**config.mk**
```make
export PLATFORM = sky130hd
export DESIGN_NAME = bounded_set_table_top
export DESIGN_NICKNAME = d
export VERILOG_FILES = /design/src/design/bst_pkg.sv /design/src/design/bst_ram.sv /design/src/design/bst_engine.sv /design/src/design/bounded_set_table_top.sv
export SDC_FILE = /design/constraint.sdc
export NUM_CORES = 2
export LEC_CHECK = 0
export ABC_AREA = 1
export BUFFER_PORTS_ARGS = -buffer_cell sky130_fd_sc_hd__buf_2
export CORE_AREA = 2 2 280 282
export CTS_CLUSTER_DIAMETER = 120
export CTS_CLUSTER_SIZE = 20
export DETAILED_ROUTE_END_ITERATION = 10
export DIE_AREA = 0 0 282 284
export GPL_TIMING_DRIVEN = 0
export HOLD_SLACK_MARGIN = 0.03
export PLACE_DENSITY = 0.77
export SETUP_SLACK_MARGIN = 0.05
export SLEW_MARGIN = 20
export SYNTH_ARGS = -nofsm -noshare
export SYNTH_HDL_FRONTEND = slang
export SYNTH_HIERARCHICAL = 1
export SYNTH_SLANG_ARGS = --single-unit
```
**constraint.sdc**
```tcl
create_clock -name clk -period 4.7 [get_ports clk]
set_input_delay 0 -clock clk [delete_from_list [all_inputs] [get_ports clk]]
set_output_delay 0 -clock clk [all_outputs]
set_load 0.02 [all_outputs]
```
**src/design/bst_pkg.sv**
```systemverilog
// shared types and constants for the bounded set table
package bst_pkg;

	localparam int unsigned ValW   = 32;
	localparam int unsigned CntW   = 6;
	localparam int unsigned PosW   = 5;
	localparam logic [CntW-1:0] CapReset = 6'd32;

	typedef enum logic [1:0] {
		FUNC_LOOKUP = 2'd0,
		FUNC_ADD    = 2'd1,
		FUNC_REMOVE = 2'd2,
		FUNC_CLEAR  = 2'd3
	} func_t;

	typedef enum logic [1:0] {
		ST_OK      = 2'd0,
		ST_MISSING = 2'd1,
		ST_FULL    = 2'd2,
		ST_PRESENT = 2'd3
	} status_t;

	typedef enum logic [2:0] {
		S_IDLE,
		S_SCAN,
		S_MOVE_RD,
		S_MOVE_WR,
		S_RESP
	} eng_state_t;

	typedef struct packed {
		logic [1:0]        func;
		logic signed [ValW-1:0] value;
	} in_item_t;

	typedef struct packed {
		logic [1:0]      status;
		logic [PosW-1:0] position;
		logic [CntW-1:0] element_count;
		logic [CntW-1:0] free_slots;
	} out_item_t;

	typedef struct packed {
		logic      valid;
		out_item_t item;
	} res_t;

endpackage

```
**src/design/bst_ram.sv**
```systemverilog
// element storage: one write port, one read port with registered read data
module bst_ram #(
	parameter int unsigned DEPTH = 32,
	parameter int unsigned AW    = 5
) (
	input  logic          clk,
	input  logic          we,
	input  logic [AW-1:0] waddr,
	input  logic [31:0]   wdata,
	input  logic          re,
	input  logic [AW-1:0] raddr,
	output logic [31:0]   rdata
);

	logic [31:0] mem [DEPTH];

	always_ff @(posedge clk) begin
		if (we) begin
			mem[waddr] <= wdata;
		end
	end

	always_ff @(posedge clk) begin
		if (re) begin
			rdata <= mem[raddr];
		end
	end

endmodule

```
**src/design/bst_engine.sv**
```systemverilog
// sequencer: scans the stored elements, updates the count and writes back
module bst_engine import bst_pkg::*; #(
	parameter int unsigned DEPTH = 32,
	parameter int unsigned AW    = 5
) (
	input  logic            clk,
	input  logic            arst_n,
	input  logic            in_valid,
	output logic            in_ready,
	input  in_item_t        in_data,
	input  logic [CntW-1:0] cap_eff,
	output res_t            res,
	input  logic            res_ready
);

	eng_state_t state_q, state_d;

	logic [1:0]      func_q;
	logic [ValW-1:0] value_q;
	logic [CntW-1:0] count_q;
	logic [CntW-1:0] rd_idx_q;
	logic [CntW-1:0] where_q;
	logic [1:0]      status_q;
	logic [PosW-1:0] pos_q;
	logic            vld_s1;
	logic [CntW-1:0] idx_s1;

	logic          re, we;
	logic [AW-1:0] raddr, waddr;
	logic [31:0]   wdata, rdata;

	logic hit, miss, full, re_scan;

	bst_ram #(.DEPTH(DEPTH), .AW(AW)) u_ram (
		.clk  (clk),
		.we   (we),
		.waddr(waddr),
		.wdata(wdata),
		.re   (re),
		.raddr(raddr),
		.rdata(rdata)
	);

	// compare stage works on the data returned for the previous read
	assign hit     = vld_s1 && (rdata == value_q);
	assign miss    = !vld_s1 && (rd_idx_q >= count_q);
	assign full    = (count_q >= cap_eff);
	assign re_scan = (state_q == S_SCAN) && (rd_idx_q < count_q);

	always_comb begin
		state_d = state_q;
		case (state_q)
			S_IDLE: begin
				if (in_valid) begin
					case (in_data.func)
						FUNC_CLEAR: state_d = S_RESP;
						FUNC_ADD:   state_d = full ? S_RESP : S_SCAN;
						default:    state_d = S_SCAN;
					endcase
				end
			end
			S_SCAN: begin
				if (hit) begin
					state_d = (func_q == FUNC_REMOVE) ? S_MOVE_RD : S_RESP;
				end else if (miss) begin
					state_d = S_RESP;
				end
			end
			S_MOVE_RD: state_d = S_MOVE_WR;
			S_MOVE_WR: state_d = S_RESP;
			S_RESP: begin
				if (res_ready) begin
					state_d = S_IDLE;
				end
			end
			default: state_d = S_IDLE;
		endcase
	end

	always_comb begin
		in_ready = 1'b0;
		re       = 1'b0;
		raddr    = AW'(rd_idx_q);
		we       = 1'b0;
		waddr    = AW'(count_q);
		wdata    = value_q;
		case (state_q)
			S_IDLE: in_ready = 1'b1;
			S_SCAN: begin
				re = re_scan;
				// append on an add that found no copy
				we = !hit && miss && (func_q == FUNC_ADD);
			end
			S_MOVE_RD: begin
				// count already decremented: this is the last entry
				re    = 1'b1;
				raddr = AW'(count_q);
			end
			S_MOVE_WR: begin
				we    = 1'b1;
				waddr = AW'(where_q);
				wdata = rdata;
			end
			default: ;
		endcase
	end

	always_comb begin
		res.valid              = (state_q == S_RESP);
		res.item.status        = status_q;
		res.item.position      = pos_q;
		res.item.element_count = count_q;
		res.item.free_slots    = (cap_eff > count_q) ? (cap_eff - count_q) : '0;
	end

	always_ff @(posedge clk or negedge arst_n) begin
		if (!arst_n) begin
			state_q  <= S_IDLE;
			count_q  <= '0;
			rd_idx_q <= '0;
			vld_s1   <= 1'b0;
		end else begin
			state_q <= state_d;
			case (state_q)
				S_IDLE: begin
					rd_idx_q <= '0;
					vld_s1   <= 1'b0;
					if (in_valid) begin
						if (in_data.func == FUNC_CLEAR) begin
							count_q <= '0;
						end
					end
				end
				S_SCAN: begin
					vld_s1 <= re_scan;
					if (re_scan) begin
						rd_idx_q <= rd_idx_q + 1'b1;
					end
					if (hit) begin
						if (func_q == FUNC_REMOVE) begin
							count_q <= count_q - 1'b1;
						end
					end else if (miss && func_q == FUNC_ADD) begin
						count_q <= count_q + 1'b1;
					end
				end
				default: ;
			endcase
		end
	end

	always_ff @(posedge clk) begin
		case (state_q)
			S_IDLE: begin
				func_q   <= in_data.func;
				value_q  <= in_data.value;
				pos_q    <= '0;
				status_q <= (in_data.func == FUNC_ADD && full) ? ST_FULL : ST_OK;
			end
			S_SCAN: begin
				idx_s1 <= rd_idx_q;
				if (hit) begin
					where_q <= idx_s1;
					if (func_q == FUNC_LOOKUP) begin
						pos_q <= PosW'(idx_s1);
					end
					status_q <= (func_q == FUNC_ADD) ? ST_PRESENT : ST_OK;
				end else if (miss) begin
					status_q <= (func_q == FUNC_ADD) ? ST_OK : ST_MISSING;
				end
			end
			default: ;
		endcase
	end

endmodule

```
**src/design/bounded_set_table_top.sv**
```systemverilog
// bounded set table: a scan reads the stored elements in order and stops at the first match or at the end
// a remove hit then moves the last entry into the freed slot
// clear and an add to a full set skip the scan; one request is handled at a time
// the rate is set by the single read port of the element memory, one entry per cycle
// a finished result sits in an output register while the next request is taken
// reset empties the set and sets the capacity limit to 32; memory contents are not cleared
module bounded_set_table_top import bst_pkg::*; #(
	parameter int unsigned DEPTH = 32
) (
	input  logic            clk,
	input  logic            arst_n,
	input  logic            in_valid,
	output logic            in_ready,
	input  in_item_t        in_data,
	output logic            out_valid,
	input  logic            out_ready,
	output out_item_t       out_data,
	input  logic            cfg_valid,
	output logic            cfg_ready,
	input  logic [CntW-1:0] cfg_data
);

	localparam int unsigned AW     = (DEPTH > 1) ? $clog2(DEPTH) : 1;
	localparam int unsigned CapMax = (DEPTH < 63) ? DEPTH : 63;

	logic [CntW-1:0] cap_q;
	logic [CntW-1:0] cap_eff;
	res_t            res;
	logic            res_ready;
	logic            out_valid_q;
	out_item_t       out_data_q;

	assign cfg_ready = 1'b1;

	always_ff @(posedge clk or negedge arst_n) begin
		if (!arst_n) begin
			cap_q <= CapReset;
		end else if (cfg_valid) begin
			cap_q <= cfg_data;
		end
	end

	// limit never exceeds the memory depth
	assign cap_eff = (cap_q > CntW'(CapMax)) ? CntW'(CapMax) : cap_q;

	bst_engine #(.DEPTH(DEPTH), .AW(AW)) u_engine (
		.clk      (clk),
		.arst_n   (arst_n),
		.in_valid (in_valid),
		.in_ready (in_ready),
		.in_data  (in_data),
		.cap_eff  (cap_eff),
		.res      (res),
		.res_ready(res_ready)
	);

	assign res_ready = !out_valid_q || out_ready;

	always_ff @(posedge clk or negedge arst_n) begin
		if (!arst_n) begin
			out_valid_q <= 1'b0;
		end else if (res_ready) begin
			out_valid_q <= res.valid;
		end
	end

	always_ff @(posedge clk) begin
		if (res_ready && res.valid) begin
			out_data_q <= res.item;
		end
	end

	assign out_valid = out_valid_q;
	assign out_data  = out_data_q;

endmodule

```
==> impl_metrics.csv <==
group,metric,value,unit
outcome,status,"finished, final reports clean",
route,routed_wl,141000,um
worst_setup_path,crit_arrival,4.88,ns
clock_tree,cts_num_sinks,1149,
clock_tree,cts_buffers,67,
hold_path,min_path_cells,2,
worst_setup_path,slowest_delay,0.94,ns
placed_design,gp_congestion,0.965,
worst_setup_path,cpMaxStageDelayCell,"nor2_4",
worst_setup_path,required,5.04,ns
grt,gr-total-overflow,0,
worst_setup_path,end_kind,"register",
yosys,yosys_warnings,6,
sta,min_period,4.54,ns
worst_setup_path,reg2reg_to,"u_engine/u_ram/mem[30][10]",
finish,final_core_util,71.0,%
sta,rsz0062_at_grt,"false",
sta,worst_clock_skew,0.0315,ns
route,vias,34100,
sta,hold_viol,0,
yosys,async_flop_share,2.00,%
hold_path,hold_end,"u_engine/value_q[7]",
yosys,synth_ff_type,"edfxtp_1",
worst_setup_path,r2r_start,"u_engine/count_q[5]",
clock_tree,cts_hold_buffers,56,
worst_setup_path,crit_chain,"inv_1 -> ha_1 -> nand2_1 -> nor2_1 -> o21ai_0 -> nand4_1 -> nand3_1 -> o21ai_0 -> nand3_1 -> nor2_4 -> buf_12",
worst_setup_path,cp-start-kind,"register",
yosys,synth_area_per_cell,11.4,um2
grt,grt_pass1_vias,32300,
clock_tree,cts-resized-gates,0,
floorplan,coreArea,77000,um2
power,power.leakage,20.5,nW
clock_tree,clock_latency,0.66,ns
clock_tree,cts_tree,"built",
grt,grt_max_degree,33,
sta,tightest_slew,1.05,ns
clock_tree,cts-root-buf,"clkbuf_16",
route,ant_nets,0,
worst_setup_path,path_buf_inv,2,
route,drc,0,
route,first_pass_iters,6,
sta,slew_headroom,29.9,%
floorplan,start_util,62.5,%
sta,clock.fmax,220,MHz
floorplan,fp.dieW,282,um
yosys,ys_seq_area_share,71.5,%
finish,area_delta_synth_final,13.5,%
yosys,synth_fp_nets,4282,
yosys,synth_cell_types,41,
worst_setup_path,critical_path.top_delay_family,"simple AND/OR/NAND/NOR gates",
power,max-vdd-ir-drop,0.000360,V
worst_setup_path,cp_max_fo,17,
placed_design,dp_hpwl,96100,um
clock_tree,clock_tree.buffer_depth,3,
route,via_per_inst,6.16,
floorplan,dieHeight,284,um
sta,hold_ws,0.0745,ns
placed_design,portBuffers,65,
worst_setup_path,r2r_cells,11,
clock_tree,cts_max_level,3,
hold_path,hp-start,"in_data[7]",
grt,grt.total_usage,35.3,%
clock_tree,clkTransAtPathRegs,0.09,ns
yosys,post_synth_instance_area,48100,um2
grt,antenna_found_initial,2,
yosys,synth_edf_count,1126,
route,drt_iter0_drc,5112,
yosys,ys_ff_latch,1149,
floorplan,design.die.area,80100,um2
sta,final-max-slew-violation-count,0,
hold_path,hold_path.class,"in -> reg",
finish,nNetsFinal,4546,
sta,setup_viol,0,
route,wl_per_cell,25.5,um
power,powerDensity,516,nW/um2
worst_setup_path,critPathKind,"reg -> reg",
floorplan,row_count,102,
sta,final.period_utilization,96.6,%
grt,grt_pass1_wl,203000,um
finish,drive_gt1_share,10.9,%
job,cap_violations,0,
yosys,syn_inst,4217,
clock_tree,cts_setup_buffers,0,
floorplan,pin_count,67,
worst_setup_path,r2r_slack,0.16,ns
## synthesized netlist by cell type, types with 3 or more instances
master	instances	area share (%)
a21oi_1	24	0.25
buf_1	22	0.17
buf_2	84	0.87
buf_4	26	0.41
buf_6	67	1.6
buf_8	3	0.094
clkbuf_1	31	0.24
dfrtp_1	22	1.1
edfxtp_1	1126	70
ha_1	18	0.47
inv_1	120	0.94
inv_2	5	0.039
mux2_2	3	0.070
nand2_1	1650	13
nand3_1	805	8.4
nand4_1	6	0.078
nor2_1	111	0.87
nor3_1	5	0.052
o21ai_0	47	0.49
o21ai_1	8	0.083
o21ai_2	5	0.091
or2_2	3	0.039
xnor2_1	3	0.055
xor2_1	3	0.055
## sequential cells by signal (all words and copies together) (netlist names)
name	count
out_data	19
u_engine/vld_s1	1
out_valid	1
u_engine/where_q	5
u_engine/pos_q	5
u_engine/rd_idx_q	6
u_engine/value_q	32
u_engine/count_q	6
u_engine/status_q	2
u_engine/func_q	2
cap_q	6
u_engine/idx_s1	5
u_engine/state_q	3
u_engine/u_ram/rdata	32
u_engine/u_ram/mem	1024
## kinds of logic after synthesis
group | share of synthesized area [%]
xor+xnor | 0.109
mux | 0.0702
fa+ha+maj | 0.551
other cells | 0.00779
simple gates | 22.5
buf+inv | 4.36
flops | 71.5
compound gates | 0.967
## power by group
group / switching (mW) / internal (mW)
combinational: 6.76 / 2.79
sequential: 0.232 / 12.5
clock: 3.17 / 2.77
total: 10.2 / 18.0
## metrics by stage
step,power (mW),area [um2],setup TNS [ns],setup slack [ns],instances
5_1_grt,29.1,54600,0,0.0501,5537
6_report,28.2,54600,0,0.160,5538
3_3_place_gp,21.3,49800,-1336.27,-1.45,5322
3_5_place_dp,22.0,52200,0,0.346,5396
2_1_floorplan,18.1,48100,0,1.10,4217
4_1_cts,27.9,54600,0,0.320,5537
## placed cells by master (no fill, tap or decap), types with 4 or more instances in the layout
cell type	n
nand2_1	1649
edfxtp_1	1126
nand3_1	805
buf_2	149
inv_1	120
nor2_1	79
clkbuf_16	70
buf_6	68
dlygate4sd3_1	55
buf_16	50
clkbuf_1	38
nor2_4	32
buf_4	26
o21ai_4	26
dfrtp_1	22
buf_1	22
o21ai_0	21
a21oi_1	19
buf_12	19
ha_1	18
o21ai_1	8
buf_8	8
nand4_1	6
inv_2	5
nor3_1	5
o21ai_2	5
a21oi_4	4
## per-layer routing
layer | vias up | global-route usage (%) | share of wire (%)
li1 | 15000 | - | -
met5 | - | 0 | 0
met3 | 441 | 8.27 | 14
met1 | 16200 | 47.9 | 35
met2 | 2457 | 53.4 | 45
met4 | 0 | 19.2 | 6.1
## cell type report
class | instances | area, um2
diodes | 1 | 2.50
plain buffers | 233 | 1620
clock buffers | 79 | 1790
clock inverters | 6 | 92.6
fillers | 5034 | 22300
inverters | 127 | 484
multi-input cells | 2708 | 12200
flip-flops and latches | 1149 | 34400
well taps | 1040 | 1300
repair buffers | 195 | 2720
## worst max-delay path by stage
stage                              startpoint                          to  slack (ns)  cells after the start
after floorplan           u_engine/count_q[1]   u_engine/u_ram/mem[31][0]        1.10                     10
after detailed placement  u_engine/count_q[5]   u_engine/u_ram/mem[30][1]        0.35                     11
after global routing      u_engine/count_q[5]  u_engine/u_ram/mem[30][10]        0.05                     11
after global placement    u_engine/count_q[1]   u_engine/u_ram/mem[30][1]       -1.45                     10
final                     u_engine/count_q[5]  u_engine/u_ram/mem[30][10]        0.16                     11
after CTS                 u_engine/count_q[5]  u_engine/u_ram/mem[30][10]        0.32                     11
Note: power is estimated with default switching activity, not from simulation.
